===== src/kcl_pkg.sv =====
// ----------------------------------------------------------------------------
// kcl_pkg
// Shared types, codes and segment tables of the keypad code lock.
// ----------------------------------------------------------------------------
package kcl_pkg;

	localparam logic       OP_TICK     = 1'b0;
	localparam logic       OP_KEY      = 1'b1;

	localparam logic [2:0] KEY_CONFIRM = 3'd0;
	localparam logic [2:0] KEY_LEFT    = 3'd1;
	localparam logic [2:0] KEY_RIGHT   = 3'd2;
	localparam logic [2:0] KEY_DOWN    = 3'd3;
	localparam logic [2:0] KEY_UP      = 3'd4;

	localparam logic       CFG_FAIL_LIMIT = 1'b0;
	localparam logic       CFG_LOCKOUT    = 1'b1;

	localparam logic [3:0] FAIL_LIMIT_RST = 4'd4;
	localparam logic [7:0] LOCKOUT_RST    = 8'd15;

	localparam logic [2:0] NOT_EDITING = 3'd4;

	localparam logic [1:0] MODE_CODE_LOCKED = 2'd0;
	localparam logic [1:0] MODE_CODE_OPEN   = 2'd1;
	localparam logic [1:0] MODE_CODE_WAIT   = 2'd2;

	localparam logic [7:0] SEG_BLANK       = 8'd0;
	localparam logic [7:0] SEG_MARK_G      = 8'd1;
	localparam logic [7:0] SEG_SYM_LOCKED  = 8'd64;
	localparam logic [7:0] SEG_SYM_OPEN    = 8'd1;
	localparam logic [7:0] SEG_SYM_WAIT    = 8'd72;

	typedef enum logic [2:0] {
		MODE_LOCKED = 3'b001,
		MODE_OPEN   = 3'b010,
		MODE_WAIT   = 3'b100
	} mode_t;

	typedef logic [3:0] digit_t;
	typedef digit_t [3:0] digits_t;
	typedef logic [7:0] seg_t;
	typedef seg_t [7:0] segs_t;

	typedef struct packed {
		mode_t      mode;
		logic [1:0] phase;
		logic [2:0] edit;
		logic [3:0] fails;
		logic [7:0] wait_cnt;
		digits_t    entry;
		digits_t    stored;
	} lock_state_t;

	function automatic seg_t digit_seg(input digit_t d);
		seg_t s;
		unique case (d)
			4'd0:    s = 8'd126;
			4'd1:    s = 8'd48;
			4'd2:    s = 8'd109;
			4'd3:    s = 8'd121;
			4'd4:    s = 8'd51;
			4'd5:    s = 8'd91;
			4'd6:    s = 8'd95;
			4'd7:    s = 8'd112;
			4'd8:    s = 8'd127;
			4'd9:    s = 8'd123;
			default: s = SEG_BLANK;
		endcase
		return s;
	endfunction

	function automatic seg_t spin_seg(input logic [1:0] ph);
		seg_t s;
		unique case (ph)
			2'd0:    s = 8'd64;
			2'd1:    s = 8'd48;
			2'd2:    s = 8'd8;
			default: s = 8'd6;
		endcase
		return s;
	endfunction

	function automatic logic [1:0] mode_code(input mode_t m);
		logic [1:0] c;
		unique case (m)
			MODE_OPEN: c = MODE_CODE_OPEN;
			MODE_WAIT: c = MODE_CODE_WAIT;
			default:   c = MODE_CODE_LOCKED;
		endcase
		return c;
	endfunction

endpackage


===== src/kcl_item_if.sv =====
// ----------------------------------------------------------------------------
// kcl_item_if
// Input channel: a tick or key event per beat.
// ----------------------------------------------------------------------------
interface kcl_item_if;
	logic       valid;
	logic       ready;
	logic       opcode;
	logic [2:0] key_code;

	modport source (output valid, output opcode, output key_code, input ready);
	modport sink   (input valid, input opcode, input key_code, output ready);
endinterface


===== src/kcl_result_if.sv =====
// ----------------------------------------------------------------------------
// kcl_result_if
// Result channel: lock drive, mode, saved code and eight segment bytes.
// ----------------------------------------------------------------------------
interface kcl_result_if;
	logic        valid;
	logic        ready;
	logic        lock_drive;
	logic [1:0]  mode_now;
	logic        save_strobe;
	logic [15:0] saved_code_out;
	logic [7:0]  seg_pos0;
	logic [7:0]  seg_pos1;
	logic [7:0]  seg_pos2;
	logic [7:0]  seg_pos3;
	logic [7:0]  seg_pos4;
	logic [7:0]  seg_pos5;
	logic [7:0]  seg_pos6;
	logic [7:0]  seg_pos7;

	modport source (
		output valid, output lock_drive, output mode_now, output save_strobe,
		output saved_code_out,
		output seg_pos0, output seg_pos1, output seg_pos2, output seg_pos3,
		output seg_pos4, output seg_pos5, output seg_pos6, output seg_pos7,
		input ready
	);
	modport sink (
		input valid, input lock_drive, input mode_now, input save_strobe,
		input saved_code_out,
		input seg_pos0, input seg_pos1, input seg_pos2, input seg_pos3,
		input seg_pos4, input seg_pos5, input seg_pos6, input seg_pos7,
		output ready
	);
endinterface


===== src/keypad_code_lock_controller.sv =====
// ----------------------------------------------------------------------------
// keypad_code_lock_controller
// Four-digit code lock with locked, open and lockout modes and a display.
//
//   channel   dir  handshake     payload
//   item      in   valid/ready   opcode, key_code
//   result    out  valid/ready   lock_drive, mode_now, save_strobe,
//                                saved_code_out, seg_pos0..seg_pos7
//   cfg       in   cfg_we        cfg_index, cfg_wdata
//
// One item per cycle while the result is not stalled.
// An item is registered, then the state update and segment encoding run in
// one combinational pass into the result register.
// Reset puts the lock in the locked mode with the code 0000 and no edit.
// A stalled result holds its register; one more item waits in the input stage.
// ----------------------------------------------------------------------------
module keypad_code_lock_controller (
	input  logic         clk,
	input  logic         arst_n,
	kcl_item_if.sink     item,
	kcl_result_if.source result,
	input  logic         cfg_we,
	input  logic         cfg_index,
	input  logic [7:0]   cfg_wdata
);
	import kcl_pkg::*;

	logic        valid_s1;
	logic        opcode_s1;
	logic [2:0]  key_code_s1;
	logic        valid_s2;
	logic        lock_drive_s2;
	logic [1:0]  mode_s2;
	logic        save_s2;
	logic [15:0] code_s2;
	segs_t       segs_s2;

	logic        advance;
	logic        step;
	lock_state_t state_next;
	logic        saved_next;
	segs_t       segs_next;

	assign advance    = !valid_s2 || result.ready;
	assign step       = valid_s1 && advance;
	assign item.ready = !valid_s1 || advance;

	always_ff @(posedge clk or negedge arst_n) begin
		if (!arst_n) begin
			valid_s1 <= 1'b0;
		end else if (item.ready) begin
			valid_s1 <= item.valid;
		end
	end

	always_ff @(posedge clk) begin
		if (item.ready && item.valid) begin
			opcode_s1   <= item.opcode;
			key_code_s1 <= item.key_code;
		end
	end

	kcl_core u_core (
		.clk        (clk),
		.arst_n     (arst_n),
		.cfg_we     (cfg_we),
		.cfg_index  (cfg_index),
		.cfg_wdata  (cfg_wdata),
		.step       (step),
		.opcode     (opcode_s1),
		.key_code   (key_code_s1),
		.state_next (state_next),
		.saved_next (saved_next)
	);

	kcl_display u_display (
		.st   (state_next),
		.segs (segs_next)
	);

	always_ff @(posedge clk or negedge arst_n) begin
		if (!arst_n) begin
			valid_s2 <= 1'b0;
		end else if (advance) begin
			valid_s2 <= valid_s1;
		end
	end

	// load the result beat only when an item actually moves
	always_ff @(posedge clk) begin
		if (step) begin
			lock_drive_s2 <= (state_next.mode == MODE_OPEN);
			mode_s2       <= mode_code(state_next.mode);
			save_s2       <= saved_next;
			code_s2       <= state_next.stored;
			segs_s2       <= segs_next;
		end
	end

	assign result.valid          = valid_s2;
	assign result.lock_drive     = lock_drive_s2;
	assign result.mode_now       = mode_s2;
	assign result.save_strobe    = save_s2;
	assign result.saved_code_out = code_s2;
	assign result.seg_pos0       = segs_s2[0];
	assign result.seg_pos1       = segs_s2[1];
	assign result.seg_pos2       = segs_s2[2];
	assign result.seg_pos3       = segs_s2[3];
	assign result.seg_pos4       = segs_s2[4];
	assign result.seg_pos5       = segs_s2[5];
	assign result.seg_pos6       = segs_s2[6];
	assign result.seg_pos7       = segs_s2[7];

endmodule


===== src/kcl_core.sv =====
// ----------------------------------------------------------------------------
// kcl_core
// Lock state, configuration registers and the per-event state update.
// ----------------------------------------------------------------------------
module kcl_core (
	input  logic                 clk,
	input  logic                 arst_n,
	input  logic                 cfg_we,
	input  logic                 cfg_index,
	input  logic [7:0]           cfg_wdata,
	input  logic                 step,
	input  logic                 opcode,
	input  logic [2:0]           key_code,
	output kcl_pkg::lock_state_t state_next,
	output logic                 saved_next
);
	import kcl_pkg::*;

	lock_state_t state_q;
	lock_state_t st;
	logic [3:0]  fail_limit_q;
	logic [7:0]  lockout_q;
	logic [4:0]  fails_inc;
	logic        same;
	logic [1:0]  idx;
	digit_t      d_cur;

	assign idx   = state_q.edit[1:0];
	assign d_cur = state_q.entry[idx];
	assign same  = (state_q.entry == state_q.stored);
	assign fails_inc = {1'b0, state_q.fails} + 5'd1;

	always_comb begin
		st        = state_q;
		saved_next = 1'b0;
		if (opcode == OP_TICK) begin
			st.phase = state_q.phase + 2'd1;
			if (state_q.mode == MODE_WAIT && st.phase == 2'd3) begin
				if (state_q.wait_cnt == 8'd0) begin
					st.mode = MODE_LOCKED;
				end else begin
					st.wait_cnt = state_q.wait_cnt - 8'd1;
				end
			end
		end else begin
			unique case (key_code)
				KEY_CONFIRM: begin
					if (!state_q.edit[2]) begin
						st.edit = NOT_EDITING;
						if (state_q.mode == MODE_OPEN) begin
							st.stored  = state_q.entry;
							saved_next = 1'b1;
						end
					end else if (state_q.mode == MODE_OPEN) begin
						st.fails = 4'd0;
						st.mode  = MODE_LOCKED;
					end else if (state_q.mode == MODE_LOCKED) begin
						if (same) begin
							st.mode = MODE_OPEN;
						end else if (fails_inc >= {1'b0, fail_limit_q}) begin
							st.fails    = 4'd0;
							st.mode     = MODE_WAIT;
							st.wait_cnt = lockout_q;
						end else begin
							st.fails = fails_inc[3:0];
						end
					end
				end
				KEY_LEFT: begin
					if (state_q.mode != MODE_WAIT) begin
						st.edit = (state_q.edit >= 3'd3) ? 3'd0 : state_q.edit + 3'd1;
					end
				end
				KEY_RIGHT: begin
					if (state_q.mode != MODE_WAIT) begin
						st.edit = (state_q.edit == 3'd0 || state_q.edit[2]) ?
							3'd3 : state_q.edit - 3'd1;
					end
				end
				KEY_DOWN: begin
					if (!state_q.edit[2]) begin
						st.entry[idx] = (d_cur == 4'd0 || d_cur > 4'd9) ? 4'd9 : d_cur - 4'd1;
					end
				end
				KEY_UP: begin
					if (!state_q.edit[2]) begin
						st.entry[idx] = (d_cur >= 4'd9) ? 4'd0 : d_cur + 4'd1;
					end
				end
				default: begin
					// unknown key: report state only
				end
			endcase
		end
	end

	assign state_next = st;

	always_ff @(posedge clk or negedge arst_n) begin
		if (!arst_n) begin
			state_q.mode     <= MODE_LOCKED;
			state_q.phase    <= 2'd0;
			state_q.edit     <= NOT_EDITING;
			state_q.fails    <= 4'd0;
			state_q.wait_cnt <= 8'd0;
			state_q.entry    <= '0;
			state_q.stored   <= '0;
		end else if (step) begin
			state_q <= st;
		end
	end

	always_ff @(posedge clk or negedge arst_n) begin
		if (!arst_n) begin
			fail_limit_q <= FAIL_LIMIT_RST;
			lockout_q    <= LOCKOUT_RST;
		end else if (cfg_we) begin
			if (cfg_index == CFG_FAIL_LIMIT) begin
				fail_limit_q <= cfg_wdata[3:0];
			end else begin
				lockout_q <= cfg_wdata;
			end
		end
	end

endmodule


===== src/kcl_display.sv =====
// ----------------------------------------------------------------------------
// kcl_display
// Segment encoder: edit view, countdown view and mode symbol.
// ----------------------------------------------------------------------------
module kcl_display (
	input  kcl_pkg::lock_state_t st,
	output kcl_pkg::segs_t       segs
);
	import kcl_pkg::*;

	logic [15:0] prod;
	logic [4:0]  q_ten;
	logic [7:0]  ones_w;
	logic [1:0]  hund;
	logic [4:0]  tens_w;
	logic [2:0]  e3;

	// divide by ten through the reciprocal 205/2048, exact for 8-bit values
	assign prod   = 16'(st.wait_cnt) * 16'd205;
	assign q_ten  = prod[15:11];
	assign ones_w = st.wait_cnt - (8'(q_ten) * 8'd10);
	assign hund   = (q_ten >= 5'd20) ? 2'd2 : ((q_ten >= 5'd10) ? 2'd1 : 2'd0);
	assign tens_w = q_ten - (5'(hund) * 5'd10);
	assign e3     = {1'b0, st.edit[1:0]};

	always_comb begin
		segs = '0;
		if (st.mode == MODE_WAIT) begin
			segs[0] = digit_seg(4'd0);
			segs[1] = digit_seg({2'b00, hund});
			segs[2] = digit_seg(tens_w[3:0]);
			segs[3] = digit_seg(ones_w[3:0]);
			segs[4] = spin_seg(st.phase + 2'd2);
			segs[5] = spin_seg(st.phase + 2'd3);
			segs[6] = spin_seg(st.phase);
			segs[7] = SEG_SYM_WAIT;
		end else begin
			segs[0] = spin_seg(st.phase);
			segs[7] = (st.mode == MODE_OPEN) ? SEG_SYM_OPEN : SEG_SYM_LOCKED;
			if (st.edit[2]) begin
				segs[1] = SEG_BLANK;
				segs[2] = digit_seg(st.entry[0]);
				segs[3] = digit_seg(st.entry[1]);
				segs[4] = digit_seg(st.entry[2]);
				segs[5] = digit_seg(st.entry[3]);
				segs[6] = SEG_BLANK;
			end else begin
				// digit under edit sits at 2+e between marks; others shift around it
				for (int p = 1; p <= 6; p++) begin
					if (3'(p) == e3 + 3'd3 || 3'(p) == e3 + 3'd1) begin
						segs[p] = SEG_MARK_G;
					end else if (3'(p) == e3 + 3'd2) begin
						segs[p] = digit_seg(st.entry[st.edit[1:0]]);
					end else if (3'(p) > e3 + 3'd3) begin
						segs[p] = digit_seg(st.entry[2'(p - 3)]);
					end else begin
						segs[p] = digit_seg(st.entry[2'(p - 1)]);
					end
				end
			end
		end
	end

endmodule


===== src/flat_wrapper.sv =====
// flat-port wrapper written by rule: the top's interface ports become plain ports
module keypad_code_lock_controller_flat import kcl_pkg::*;
  (clk, arst_n, cfg_we, cfg_index, cfg_wdata, item_valid, item_opcode, item_key_code, item_ready, result_valid, result_lock_drive, result_mode_now, result_save_strobe, result_saved_code_out, result_seg_pos0, result_seg_pos1, result_seg_pos2, result_seg_pos3, result_seg_pos4, result_seg_pos5, result_seg_pos6, result_seg_pos7, result_ready);
  kcl_item_if item_i ();
  kcl_result_if result_i ();
  input  logic clk;
  input  logic arst_n;
  input  logic cfg_we;
  input  logic cfg_index;
  input  logic [7:0] cfg_wdata;
  input wire logic [$bits(item_i.valid)-1:0] item_valid;
  input wire logic [$bits(item_i.opcode)-1:0] item_opcode;
  input wire logic [$bits(item_i.key_code)-1:0] item_key_code;
  output wire logic [$bits(item_i.ready)-1:0] item_ready;
  output wire logic [$bits(result_i.valid)-1:0] result_valid;
  output wire logic [$bits(result_i.lock_drive)-1:0] result_lock_drive;
  output wire logic [$bits(result_i.mode_now)-1:0] result_mode_now;
  output wire logic [$bits(result_i.save_strobe)-1:0] result_save_strobe;
  output wire logic [$bits(result_i.saved_code_out)-1:0] result_saved_code_out;
  output wire logic [$bits(result_i.seg_pos0)-1:0] result_seg_pos0;
  output wire logic [$bits(result_i.seg_pos1)-1:0] result_seg_pos1;
  output wire logic [$bits(result_i.seg_pos2)-1:0] result_seg_pos2;
  output wire logic [$bits(result_i.seg_pos3)-1:0] result_seg_pos3;
  output wire logic [$bits(result_i.seg_pos4)-1:0] result_seg_pos4;
  output wire logic [$bits(result_i.seg_pos5)-1:0] result_seg_pos5;
  output wire logic [$bits(result_i.seg_pos6)-1:0] result_seg_pos6;
  output wire logic [$bits(result_i.seg_pos7)-1:0] result_seg_pos7;
  input wire logic [$bits(result_i.ready)-1:0] result_ready;
  assign item_i.valid = item_valid;
  assign item_i.opcode = item_opcode;
  assign item_i.key_code = item_key_code;
  assign item_ready = item_i.ready;
  assign result_valid = result_i.valid;
  assign result_lock_drive = result_i.lock_drive;
  assign result_mode_now = result_i.mode_now;
  assign result_save_strobe = result_i.save_strobe;
  assign result_saved_code_out = result_i.saved_code_out;
  assign result_seg_pos0 = result_i.seg_pos0;
  assign result_seg_pos1 = result_i.seg_pos1;
  assign result_seg_pos2 = result_i.seg_pos2;
  assign result_seg_pos3 = result_i.seg_pos3;
  assign result_seg_pos4 = result_i.seg_pos4;
  assign result_seg_pos5 = result_i.seg_pos5;
  assign result_seg_pos6 = result_i.seg_pos6;
  assign result_seg_pos7 = result_i.seg_pos7;
  assign result_i.ready = result_ready;
  keypad_code_lock_controller u_core (.clk(clk), .arst_n(arst_n), .item(item_i), .result(result_i), .cfg_we(cfg_we), .cfg_index(cfg_index), .cfg_wdata(cfg_wdata));
endmodule

===== config.mk =====
export PLATFORM = sky130hd
export DESIGN_NAME = keypad_code_lock_controller_flat
export DESIGN_NICKNAME = d
export VERILOG_FILES = /design/src/kcl_pkg.sv /design/src/kcl_item_if.sv /design/src/kcl_result_if.sv /design/src/keypad_code_lock_controller.sv /design/src/kcl_core.sv /design/src/kcl_display.sv /design/src/flat_wrapper.sv
export SDC_FILE = /design/constraint.sdc
export NUM_CORES = 1
export LEC_CHECK = 0
export ABC_AREA = 1
export BUFFER_PORTS_ARGS = -buffer_cell sky130_fd_sc_hd__buf_2
export CELL_PAD_IN_SITES_DETAIL_PLACEMENT = 1
export CELL_PAD_IN_SITES_GLOBAL_PLACEMENT = 1
export CORE_MARGIN = 2
export CORE_UTILIZATION = 40
export CTS_CLUSTER_DIAMETER = 40
export CTS_CLUSTER_SIZE = 20
export DETAILED_ROUTE_END_ITERATION = 10
export PLACE_DENSITY_LB_ADDON = 0.1
export SETUP_SLACK_MARGIN = 0.5
export SLEW_MARGIN = 20
export SYNTH_ARGS = -nofsm -noshare
export SYNTH_HDL_FRONTEND = slang
export SYNTH_SLANG_ARGS = --single-unit

===== constraint.sdc =====
create_clock -name clk -period 9.85 [get_ports clk]
set_input_delay 2.955 -clock clk [delete_from_list [all_inputs] [get_ports clk]]
set_output_delay 2.955 -clock clk [all_outputs]
set_load 0.02 [all_outputs]

Word-level counts from Yosys, hierarchy flattened
Memory sizes are Yosys's and may differ from the RTL's.
Index checks and enable logic that the tools add are counted.
- register bits: 153
- word-level logic and storage cells: 233
- bits in read-only memories: 2688
- memories kept: 24
- memories (name ; depth ; bits a word ; rd ports ; clocked after Yosys merged registers in ; write ports ; line ; RTL):
    (no name shown) ; 16 ; 7 ; 1 ; 0 ; 0 ; kcl_pkg.sv:57 ; unique case (d)
    (no name shown) ; 16 ; 7 ; 1 ; 0 ; 0 ; kcl_pkg.sv:57 ;
    (no name shown) ; 16 ; 7 ; 1 ; 0 ; 0 ; kcl_pkg.sv:57 ;
    (no name shown) ; 16 ; 7 ; 1 ; 0 ; 0 ; kcl_pkg.sv:57 ;
    (no name shown) ; 16 ; 7 ; 1 ; 0 ; 0 ; kcl_pkg.sv:57 ;
    (no name shown) ; 16 ; 7 ; 1 ; 0 ; 0 ; kcl_pkg.sv:57 ;
    +18 memories ; n/a ; n/a ; n/a ; n/a ; n/a ; n/a ;
- magnitude comparators: 15
- add/subtract/negate cells: 14
- $mul: 3
- equal/unequal tests: 40
- bitwise operators: 3
- muxes and demuxes: 74
- reductions and logical operators: 29
- operator list (kind ; number):
    8-bit 2-to-1 mux ; 23
    16-bit 2-to-1 mux ; 5
    7-bit one-hot mux with 3 select lines ; 3
    56-bit 2-to-1 mux ; 1
    12-bit 2-to-1 mux ; 4
    48-bit 2-to-1 mux ; 1
    3-bit 2-to-1 mux ; 13
    16-bit bitwise mux ; 2
    32-bit 2-to-1 mux ; 1
    16-bit one-hot mux with 2 select lines ; 1
    8-bit one-hot mux with 4 select lines ; 1
    4-bit 2-to-1 mux ; 7
    3-bit == test (first input constant) ; 9
    2-bit by 3-bit == test with 1-bit output (first input constant) ; 6
    4-bit binary-select mux with 2-bit select ; 2
    16-bit == test ; 1
    8-bit by 8-bit multiplier with 16-bit output (second input constant) ; 1
    7-bit 2-to-1 mux ; 2
    2-bit == test (second input constant) ; 6
    3-bit by 2-bit == test with 1-bit output (second input constant) ; 4
    1-bit logical OR ; 10
    1-bit by 3-bit == test with 1-bit output (first input constant) ; 3
    3-bit == test (second input constant) ; 3
    3-bit > comparator (first input constant) ; 3
    43 further kinds ; 66

Depth between registers and ports, before layout
Gate-level depths: netlist (run 1).
An unclocked memory read counts as a cell.
- word-level depth: 17
- mapped depth: 43
- mapped depth without buffers: 42

Hierarchy
A second synthesis (run 1) with hierarchy kept.
- cells, all modules: 1518
- area total of the unflattened synthesis: 11765.0 µm²
- by module, submodules not included (module ; cells an instance ; times used ; seq. area each (µm²) ; area each (µm²)):
    kcl_core ; 733 ; 1 ; 1610.3 ; 4933.5
    kcl_display ; 681 ; 1 ; 0.0 ; 4100.2
    keypad_code_lock_controller ; 104 ; 1 ; 2662.6 ; 2731.4

Worst setup path before layout (run 1)
OpenSTA, ideal clock, no wires.
- kind: flip-flop to flip-flop
- start point: register u_core.u_core.state_q[40] (netlist bit)
- end point: register u_core.segs_s2, in the netlist u_core.result.seg_pos2[0] (data pin)
- arrival: 6.614 ns
- cell stages (with the launch flop): 38
- setup slack: 2.981 ns
- setup time: 0.255 ns
- path buffers: 1
- data required time: 9.595 ns
- cell sequence: dfrtp_1 > ha_1 > xor2_1 > ha_1 > nand2_1 > inv_1 > o21ai_0 > nand4_2 > nand3_2 > nor2_4 > a21oi_1 > o21ai_0 > nand2_1 > inv_1 > ha_1 > xor2_1 > ha_1 > fa_1 > [... 2 more ...] > inv_1 > ha_1 > a21oi_1 > o21ai_0 > a221oi_1 > nand3_1 > nand2_1 > nand2_1 > nand2_1 > inv_1 > ha_1 > fa_1 > clkbuf_1 > nor2_1 > a21oi_1 > nand3_1 > nand3_1 > nand2_1
- RTL lines (item ; line ; RTL):
    start: declaration ; kcl_core.sv:19 ; lock_state_t state_q;
    start signal: assignment ; kcl_core.sv:109 ; state_q <= st;
    end signal: assignment ; keypad_code_lock_controller.sv:96 ; segs_s2 <= segs_next;
    end: declaration ; keypad_code_lock_controller.sv:36 ; segs_t segs_s2;

==> results of run 1 <==
-- layer usage --
layer,GRT usage [%],up-vias,share of wire [%]
li1,-,4901,-
met2,40.1,133,50
met4,5.82,0,1.4
met3,3.06,30,2.8
met1,28.4,4702,46
met5,0,-,0
-- sequential cells by signal (all words and copies together) (netlist names) --
| register | cells |
|---|---|
| u_core.key_code_s1 | 3 |
| u_core.opcode_s1 | 1 |
| u_core.result.lock_drive | 1 |
| u_core.result.mode_now | 2 |
| u_core.result.save_strobe | 1 |
| u_core.result.saved_code_out | 16 |
| u_core.result.seg_pos0 | 4 |
| u_core.result.seg_pos1 | 7 |
| u_core.result.seg_pos2 | 7 |
| u_core.result.seg_pos3 | 7 |
| u_core.result.seg_pos4 | 7 |
| u_core.result.seg_pos5 | 7 |
| u_core.result.seg_pos6 | 6 |
| u_core.result.seg_pos7 | 3 |
| u_core.result.valid | 1 |
| u_core.u_core.fail_limit_q | 4 |
| u_core.u_core.idx | 2 |
| u_core.u_core.lockout_q | 8 |
| u_core.u_core.state_q | 50 |
| u_core.valid_s1 | 1 |
-- layout by cell type, fill, tap and decap left out, types with 7 or more instances in the layout --
master / count
inv_1: 147
buf_2: 90
clkbuf_16: 18
edfxtp_1: 72
nand2_1: 436
nand2_2: 24
o21ai_0: 142
o21ai_2: 8
nand3_1: 70
xor2_1: 12
conb_1: 13
o21ai_1: 21
o211ai_1: 15
buf_4: 10
ha_1: 112
nor2_4: 9
a21oi_1: 52
fa_1: 10
dfstp_2: 7
nor2_1: 65
inv_2: 37
dfrtp_1: 59
-- logic make-up after synthesis --
| kind of cell | Yosys count |
|---|---|
| adder cells (fa/ha/maj) | 122 |
| XOR/XNOR | 20 |
| AO/OA/AOI/OAI | 280 |
| buffers and inverters | 237 |
| other | 1 |
| multiplexers | 5 |
| AND/OR/NAND/NOR | 653 |
| flip-flops | 138 |
-- final cells by class --
class | count | area [µm²]
well taps | 378 | 473
multi-input cells | 1093 | 6440
repair buffers | 100 | 526
clock buffers | 18 | 450
flip-flops and latches | 138 | 3820
fillers | 3503 | 15100
inverters | 187 | 704
clock inverters | 14 | 143
-- worst min-delay path, stage by stage (launching register included) --
cell and delay, ns:
dfstp_2 0.37, nand2_1 0.05, o21ai_0 0.07
-- worst min path at each step --
| stage | from | end | cells after the start |
|---|---|---|---|
| 6_report | u_core.u_core.fail_limit_q[2] | u_core.u_core.fail_limit_q[2] | 2 |
| 5_1_grt | u_core.u_core.lockout_q[2] | u_core.u_core.lockout_q[2] | 2 |
| 4_1_cts | u_core.u_core.fail_limit_q[2] | u_core.u_core.fail_limit_q[2] | 2 |
| 3_5_place_dp | u_core.u_core.fail_limit_q[3] | u_core.u_core.fail_limit_q[3] | 2 |
| 3_3_place_gp | u_core.u_core.fail_limit_q[3] | u_core.u_core.fail_limit_q[3] | 2 |
| 2_1_floorplan | u_core.u_core.fail_limit_q[1] | u_core.u_core.fail_limit_q[1] | 2 |
-- metrics by stage --
stage,hold WS [ns],cells
global placement,0.469,1896
finish,0.493,1928
detailed placement,0.486,1896
floorplan,0.453,1468
global route,0.534,1928
CTS,0.497,1928
==> metrics.yaml, run 1 <==
job:
  max_cap_viol_count: 0
floorplan:
  die_w_um: 171
  start_util_pct: 40.5
  dieHeight_um: 171
  rows: 61
  num_io_pins: 104
  dieArea_um2: 29300
  core-area_um2: 27600
timing:
  rsz0062_at_grt: "false"
  hold_viol: 0
  timing.final.crit_share_pct: 76.2
  max_slew_margin_pct: 32.6
  skew_ns: 0.0150
  tns_ns: 0
  fmax_mhz: 133
  drv_slew: 0
  tightestPinTransition_ns: 1.01
  layout_setup_ws_ns: 2.34
  min_period_ns: 7.51
  setup_viol: 0
hold_path:
  hold_class: "register to register"
route:
  remaining_drc_errors: 0
  ant_nets: 0
  via_per_inst: 5.07
  drt_first_pass_iters: 4
  drt_iter0_markers: 481
  num_vias: 9766
  routedWlPerCell_um: 16.3
  routed_wl_mm: 31.5
worst_setup_path:
  cp_max_fo: 9
  cp_common_cell: "nand2_1"
  critPathBufInv: 6
  rr_worst_depth: 38
  worstSetupStartpointType: "register"
  cp_top_family: "adder cells"
  crit_path_top_delay_cell: "fa_1"
  r2r_end: "u_core.result.seg_pos2[6]"
  worstSetupPathType: "register to register"
  r2r-start: "u_core.u_core.state_q[40]"
  worst_path_largest_cell_delay_ns: 0.68
  endpoint: "u_core.result.seg_pos2[6]"
  crit_required_ns: 10.15
  r2r_slack_ns: 2.34
  cp.depth: 38
  crit_start: "u_core.u_core.state_q[40]"
  arrival_ns: 7.81
  end_kind: "register"
synthesis:
  yosysUniqueCellTypes: 71
  synth-simple-area-share_pct: 25.8
  synthArstFlopShare_pct: 47.8
  synth_commonest_cells: "nand2_1, inv_1, o21ai_0, ha_1, edfxtp_1"
  synth_top_family_by_area: "simple AND/OR/NAND/NOR gates"
  synth_edf_count: 72
  ys.flop_type: "edfxtp_1"
  synth_seq_area_share_pct: 34.2
  yosysWarnings: 0
  synth-compound-area-share_pct: 14.6
  yosysTopAreaCell: "edfxtp_1"
  syn_area_um2: 11200
  netlist_instances: 1456
  synth_top_area_share_pct: 19.3
  yosys-top-cells-area: "edfxtp_1, nand2_1, dfrtp_1, ha_1, o21ai_0"
  synth_fa_ha_area_share_pct: 14.3
  synth_xor_area_share_pct: 1.87
  synthMuxAreaShare_pct: 0.492
  synth.most_common_cell: "nand2_1"
  yosys_register_bits: 138
  postSynthAreaPerCell_um2: 7.68
clock_tree:
  cts_buffer_depth: 2
  post_cts_buffers: 0
  cts.sinks: 138
  cts_tree: "done"
  cts_max_level: 4
  cts_hold_buf: 0
  post_cts_resized: 0
  clock-root-buffer: "clkbuf_16"
  clk_latency_ns: 0.45
  clk_pin_slew_ns: 0.06
  numCtsBuffers: 17
place:
  port_buffers: 90
  dp_hpwl_mm: 24.3
  place_area_um2: 12000
  place_ws_ns: 2.33
  gp_congestion: 0.851
grt:
  grt_pass1_vias: 10200
  grt_start_max_net_pins: 86
  antenna_found_initial: 0
  grt_use_total_pct: 22.4
  grt-ovfl-total: 0
  grt_pass1_wl_mm: 52.0
cells_and_area:
  n_antenna_cell: 0
  final_nets: 1677
  syn_to_final_growth_pct: 12.3
  drive_gt1_share_pct: 17.0
  final_core_util_pct: 45.4
  finalInstanceArea_um2: 12600
run_status:
  outcome: "completed"
Power of run 1 is left out: the tool's default activity adds up to more than one toggle a clock period on the data nets, which glitch-free logic cannot reach.
==> run 2: changes to the inputs <==
==> constraint.sdc (replaced) <==
create_clock -name clk -period 7.2 [get_ports clk]
set_input_delay 2.16 -clock clk [delete_from_list [all_inputs] [get_ports clk]]
set_output_delay 2.16 -clock clk [all_outputs]
set_load 0.02 [all_outputs]
==> run 2 against run 1 <==
Against the previous run: clock-buffer cell count shrank 1; register-to-register slack lost 2.0 ns; clock skew rose by 0.0045 ns; fmax is 9.9% higher; via count increased by 2.4%; worst setup slack got worse by 2.0 ns; critical path depth is 1 higher; routed wire length increased by 5.0%; cell count rose by 1.5%; highest routed layer unchanged.
==> metrics.yaml, run 2 (synthesized netlist as in run 1, its figures left out) <==
run_status:
  outcome: "completed"
clock_tree:
  cts_max_level: 4
  clock-root-buffer: "clkbuf_16"
  clk_latency_ns: 0.45
  numCtsBuffers: 17
  cts.sinks: 138
  clk_pin_slew_ns: 0.07
  cts_buffer_depth: 2
  cts_hold_buf: 0
  cts_tree: "done"
grt:
  grtUsageMet1_pct: 29.1
  grt_pass1_wl_mm: 52.9
  globalRouteMet2Util_pct: 40.6
  grt_start_max_net_pins: 83
  busiest_layer: "met2"
  grt_use_total_pct: 23.0
  grtUsageMet3_pct: 3.22
  antenna_found_initial: 0
  grt_pass1_vias: 10300
  grt-ovfl-total: 0
worst_setup_path:
  cp_common_cell: "nand2_1"
  worstSetupPathType: "register to register"
  r2r_end: "u_core.result.seg_pos2[6]"
  end_kind: "register"
  r2r_slack_ns: 0.37
  arrival_ns: 7.15
  crit_path_top_delay_cell: "fa_2"
  crit_required_ns: 7.51
  rr_worst_depth: 39
  r2r-start: "u_core.u_core.state_q[41]"
  worst_path_largest_cell_delay_ns: 0.65
  cp_max_fo: 6
  worstSetupStartpointType: "register"
place:
  place_ws_ns: -0.0859
  dp_hpwl_mm: 24.2
  port_buffers: 90
  gp_congestion: 0.860
route:
  num_vias: 9997
  routedWlPerCell_um: 16.9
  ant_nets: 0
  drt_first_pass_iters: 5
  routed_wl_mm: 33.1
  drt_iter0_markers: 457
  remaining_drc_errors: 0
  via_per_inst: 5.11
floorplan:
  dieArea_um2: 29300
  rows: 61
  die_w_um: 171
  start_util_pct: 40.5
  core-area_um2: 27600
  dieHeight_um: 171
  num_io_pins: 104
timing:
  timing.final.crit_share_pct: 94.9
  tightestPinTransition_ns: 0.949
  min_period_ns: 6.83
  fmax_mhz: 146
  setup_viol: 0
  layout_setup_ws_ns: 0.366
  drv_slew: 0
  hold_viol: 0
  rsz0062_at_grt: "true"
  hold_slack_ns: 0.496
  max_slew_margin_pct: 36.8
  skew_ns: 0.0194
job:
  max_cap_viol_count: 0
cells_and_area:
  regMostFlops: "u_core.u_core.state_q"
  drive_gt1_share_pct: 22.4
  multi_input_area_um2: 6820
  layout_commonest_cell: "nand2_1"
  largest_register_ffs: 50
  syn_to_final_growth_pct: 17.3
  n_antenna_cell: 0
  final_nets: 1706
  regArea_um2: 3820
  layout_common_cells: "nand2_1, inv_1, o21ai_0"
  fillers: 3479
hold_path:
  min_to: "u_core.u_core.fail_limit_q[2]"
  hold_class: "register to register"
  min_from: "u_core.u_core.fail_limit_q[2]"
  holdPathStages: 2
[run 2: changes by cell type in the layout (fill, tap and decap cells not counted), sizes merged]
cell,delta
clkbuf,-1
clkinvlp,+1
buf,+28
clkinv,+1
nor2,+1
inv,-1
[run 2: final cells by class]
class	instances	share of cell area [%]
Timing Repair Buffer	128	5.64
Tap cell	378	3.60
Sequential cell	138	29.1
Clock inverter	15	0.992
Inverter	187	5.41
Multi-Input combinational cell	1094	52.0
Clock buffer	17	3.24
[run 2: per-layer routing]
metal / part of all wire (%) / wire length [µm] / vias to the layer above
met5: 0 / 0 / -
met3: 3.1 / 1020 / 41
met1: 45 / 14800 / 4846
met2: 50 / 16600 / 144
li1: - / - / 4966
met4: 1.9 / 637 / 0
[run 2: how the worst max path moves through the flow]
stage                              startpoint                         to  slack (ns)
global placement    u_core.u_core.state_q[40]  u_core.result.seg_pos2[6]        0.15
detailed placement  u_core.u_core.state_q[40]  u_core.result.seg_pos2[6]       -0.09
global route        u_core.u_core.state_q[41]  u_core.result.seg_pos2[6]       -0.01
finish              u_core.u_core.state_q[41]  u_core.result.seg_pos2[6]        0.37
CTS                 u_core.u_core.state_q[40]  u_core.result.seg_pos2[6]        0.49
floorplan           u_core.u_core.state_q[40]  u_core.result.seg_pos2[6]        0.53
[run 2: critical path, delay by kind of cell (launching register included)]
family,cells,cell delay [ns]
AND/OR/NAND/NOR,14,1.32
flip-flops,1,0.40
adder cells (fa/ha/maj),9,3.14
buffers and inverters,7,0.49
AO/OA/AOI/OAI,7,1.02
XOR/XNOR,2,0.32
[run 2: timing repair]
action / 4_1_cts / 5_1_grt
gates resized for setup: 27 / 57
cloned: 1 / 0
setup endpoints to repair: 13 / 14
buffers inserted: 10 / 13
pin swaps: 14 / 36
[run 2: metrics by stage]
step	utilization [%]	instance area (µm²)	TNS [ns]	instances
floorplan	-	11200	0	1468
global route	47.5	13100	-0.0149	1957
global placement	43.5	12000	0	1901
finish	47.5	13100	0	1957
detailed placement	43.5	12000	-0.235	1901
CTS	46.2	12800	0	1944
Power of run 2 is left out for the same reason.
==> run 3: changes to the inputs <==
--- a/config.mk
+++ b/config.mk
@@ -9,7 +9,7 @@
 export BUFFER_PORTS_ARGS = -buffer_cell sky130_fd_sc_hd__buf_2
 export CELL_PAD_IN_SITES_DETAIL_PLACEMENT = 1
 export CELL_PAD_IN_SITES_GLOBAL_PLACEMENT = 1
-export CORE_MARGIN = 2
+export CORE_MARGIN = 1.5
 export CORE_UTILIZATION = 40
 export CTS_CLUSTER_DIAMETER = 40
 export CTS_CLUSTER_SIZE = 20
==> constraint.sdc (replaced) <==
create_clock -name clk -period 7.2 [get_ports clk]
set_input_delay 1.44 -clock clk [delete_from_list [all_inputs] [get_ports clk]]
set_output_delay 1.44 -clock clk [all_outputs]
set_load 0.02 [all_outputs]
==> run 3 against run 2 <==
Against the previous run: die area down 1.2%; first-iteration DRC count up 7.7%; non-clock buffer count down 2; final area about the same; clock-buffer cell count up 2; hold slack worse by 0.0060 ns; clock skew down 0.0028 ns; routed wire length down 1.8%; utilization about the same; global-route usage up 0.27 points; largest cell class unchanged; highest routed layer unchanged.
==> metrics.yaml, run 3 (synthesized netlist as in run 1, its figures left out) <==
cells_and_area:
  drive_gt1_share_pct: 22.0
  layout_commonest_cell: "nand2_1"
  layout_common_cells: "nand2_1, inv_1, o21ai_0"
  n_antenna_cell: 0
  regMostFlops: "u_core.u_core.state_q"
  final_nets: 1704
  largest_register_ffs: 50
  syn_to_final_growth_pct: 17.3
worst_setup_path:
  cp_common_cell: "nand2_1"
  rr_worst_depth: 39
  worstSetupStartpointType: "register"
  worstSetupPathType: "register to register"
  critPathBufInv: 7
  cp.depth: 39
  r2r-start: "u_core.u_core.state_q[40]"
  cp_top_family: "adder cells"
  arrival_ns: 6.99
  r2r_slack_ns: 0.40
  end_kind: "register"
  cp_max_fo: 7
  worst_path_largest_cell_delay_ns: 0.69
  crit_path_top_delay_cell: "fa_2"
  crit_required_ns: 7.39
  r2r_end: "u_core.result.seg_pos2[6]"
floorplan:
  die_w_um: 170
  start_util_pct: 40.5
  dieArea_um2: 29000
  core-area_um2: 27600
  rows: 61
  num_io_pins: 104
  dieHeight_um: 170
grt:
  grt_use_total_pct: 23.3
  globalRouteMet2Util_pct: 41.3
  antenna_found_initial: 0
  grt_pass1_vias: 10200
  grt-ovfl-total: 0
  grtUsageMet3_pct: 2.77
  grt_start_max_net_pins: 79
  grtUsageMet1_pct: 29.8
  busiest_layer: "met2"
  grt_pass1_wl_mm: 52.7
job:
  max_cap_viol_count: 0
timing:
  rsz0062_at_grt: "true"
  min_period_ns: 6.80
  tightestPinTransition_ns: 0.944
  setup_viol: 0
  max_slew_margin_pct: 37.1
  layout_setup_ws_ns: 0.403
  fmax_mhz: 147
  timing.final.crit_share_pct: 94.4
  drv_slew: 0
  skew_ns: 0.0166
  hold_viol: 0
clock_tree:
  cts_max_level: 4
  clk_latency_ns: 0.45
  cts_buffer_depth: 2
  numCtsBuffers: 17
  clk_pin_slew_ns: 0.07
  cts.sinks: 138
  clock-root-buffer: "clkbuf_16"
  cts_hold_buf: 0
  cts_tree: "done"
route:
  remaining_drc_errors: 0
  routedWlPerCell_um: 16.6
  via_per_inst: 5.11
  routed_wl_mm: 32.5
  drt_iter0_markers: 492
  num_vias: 9987
  drt_first_pass_iters: 5
  ant_nets: 0
run_status:
  outcome: "completed"
hold_path:
  min_from: "u_core.u_core.fail_limit_q[2]"
  holdPathStages: 2
  hold_class: "register to register"
  min_to: "u_core.u_core.fail_limit_q[2]"
place:
  place_ws_ns: -0.200
  gp_congestion: 0.850
  port_buffers: 90
  dp_hpwl_mm: 24.1
-- run 3: cell types whose count changed in the layout (fill, tap and decap cells not counted), moves of 2 or more --
cell,change
inv_1,-3
nor2_2,-2
clkbuf_16,+2
xnor2_2,+2
o21ai_0,+2
nor3_1,+2
a21oi_2,-4
inv_2,+2
clkinv_4,-3
nor3_2,-2
a21oi_1,+3
ha_4,+2
o21ai_2,-2
buf_4,-2
-- run 3: final cells by class --
class / count / area (µm²)
fillers: 3404 / 14500
multi-input cells: 1094 / 6790
flip-flops and latches: 138 / 3820
repair buffers: 126 / 724
inverters: 187 / 711
clock buffers: 19 / 475
well taps: 378 / 473
clock inverters: 13 / 123
-- run 3: repair_timing --
item	in CTS	in global routing
gates resized for setup	39	35
gates cloned	1	0
setup buffers	14	6
pin swaps	29	28
endpoints found under the setup margin	14	14
-- run 3: per-stage QoR --
stage / util (%) / hold WS [ns] / cells / TNS, ns / cell area (µm²)
6_report: 47.5 / 0.490 / 1955 / 0 / 13100
5_1_grt: 47.5 / 0.531 / 1955 / 0 / 13100
4_1_cts: 46.7 / 0.495 / 1949 / 0 / 12900
3_5_place_dp: 43.5 / 0.484 / 1902 / -0.738 / 12000
3_3_place_gp: 43.5 / 0.470 / 1902 / 0 / 12000
2_1_floorplan: - / 0.453 / 1468 / 0 / 11200
-- run 3: worst max-delay path by stage --
stage                         startpoint                         to
6_report       u_core.u_core.state_q[40]  u_core.result.seg_pos2[6]
5_1_grt        u_core.u_core.state_q[40]  u_core.result.seg_pos2[6]
4_1_cts        u_core.u_core.state_q[41]  u_core.result.seg_pos2[6]
3_5_place_dp   u_core.u_core.state_q[40]  u_core.result.seg_pos2[6]
3_3_place_gp   u_core.u_core.state_q[40]  u_core.result.seg_pos2[6]
2_1_floorplan  u_core.u_core.state_q[40]  u_core.result.seg_pos2[6]
-- run 3: tightest hold or removal path: cells and delay by family, from the launching register on --
kind            cells  cell delay (ns)
simple gates        1             0.05
compound gates      1             0.06
flops               1             0.37
-- run 3: metal layers --
layer	up-vias	routed length [µm]
met1	4851	15100
met5	-	0
met4	0	455
met2	142	16200
li1	4965	-
met3	29	709
Power of run 3 is left out for the same reason.
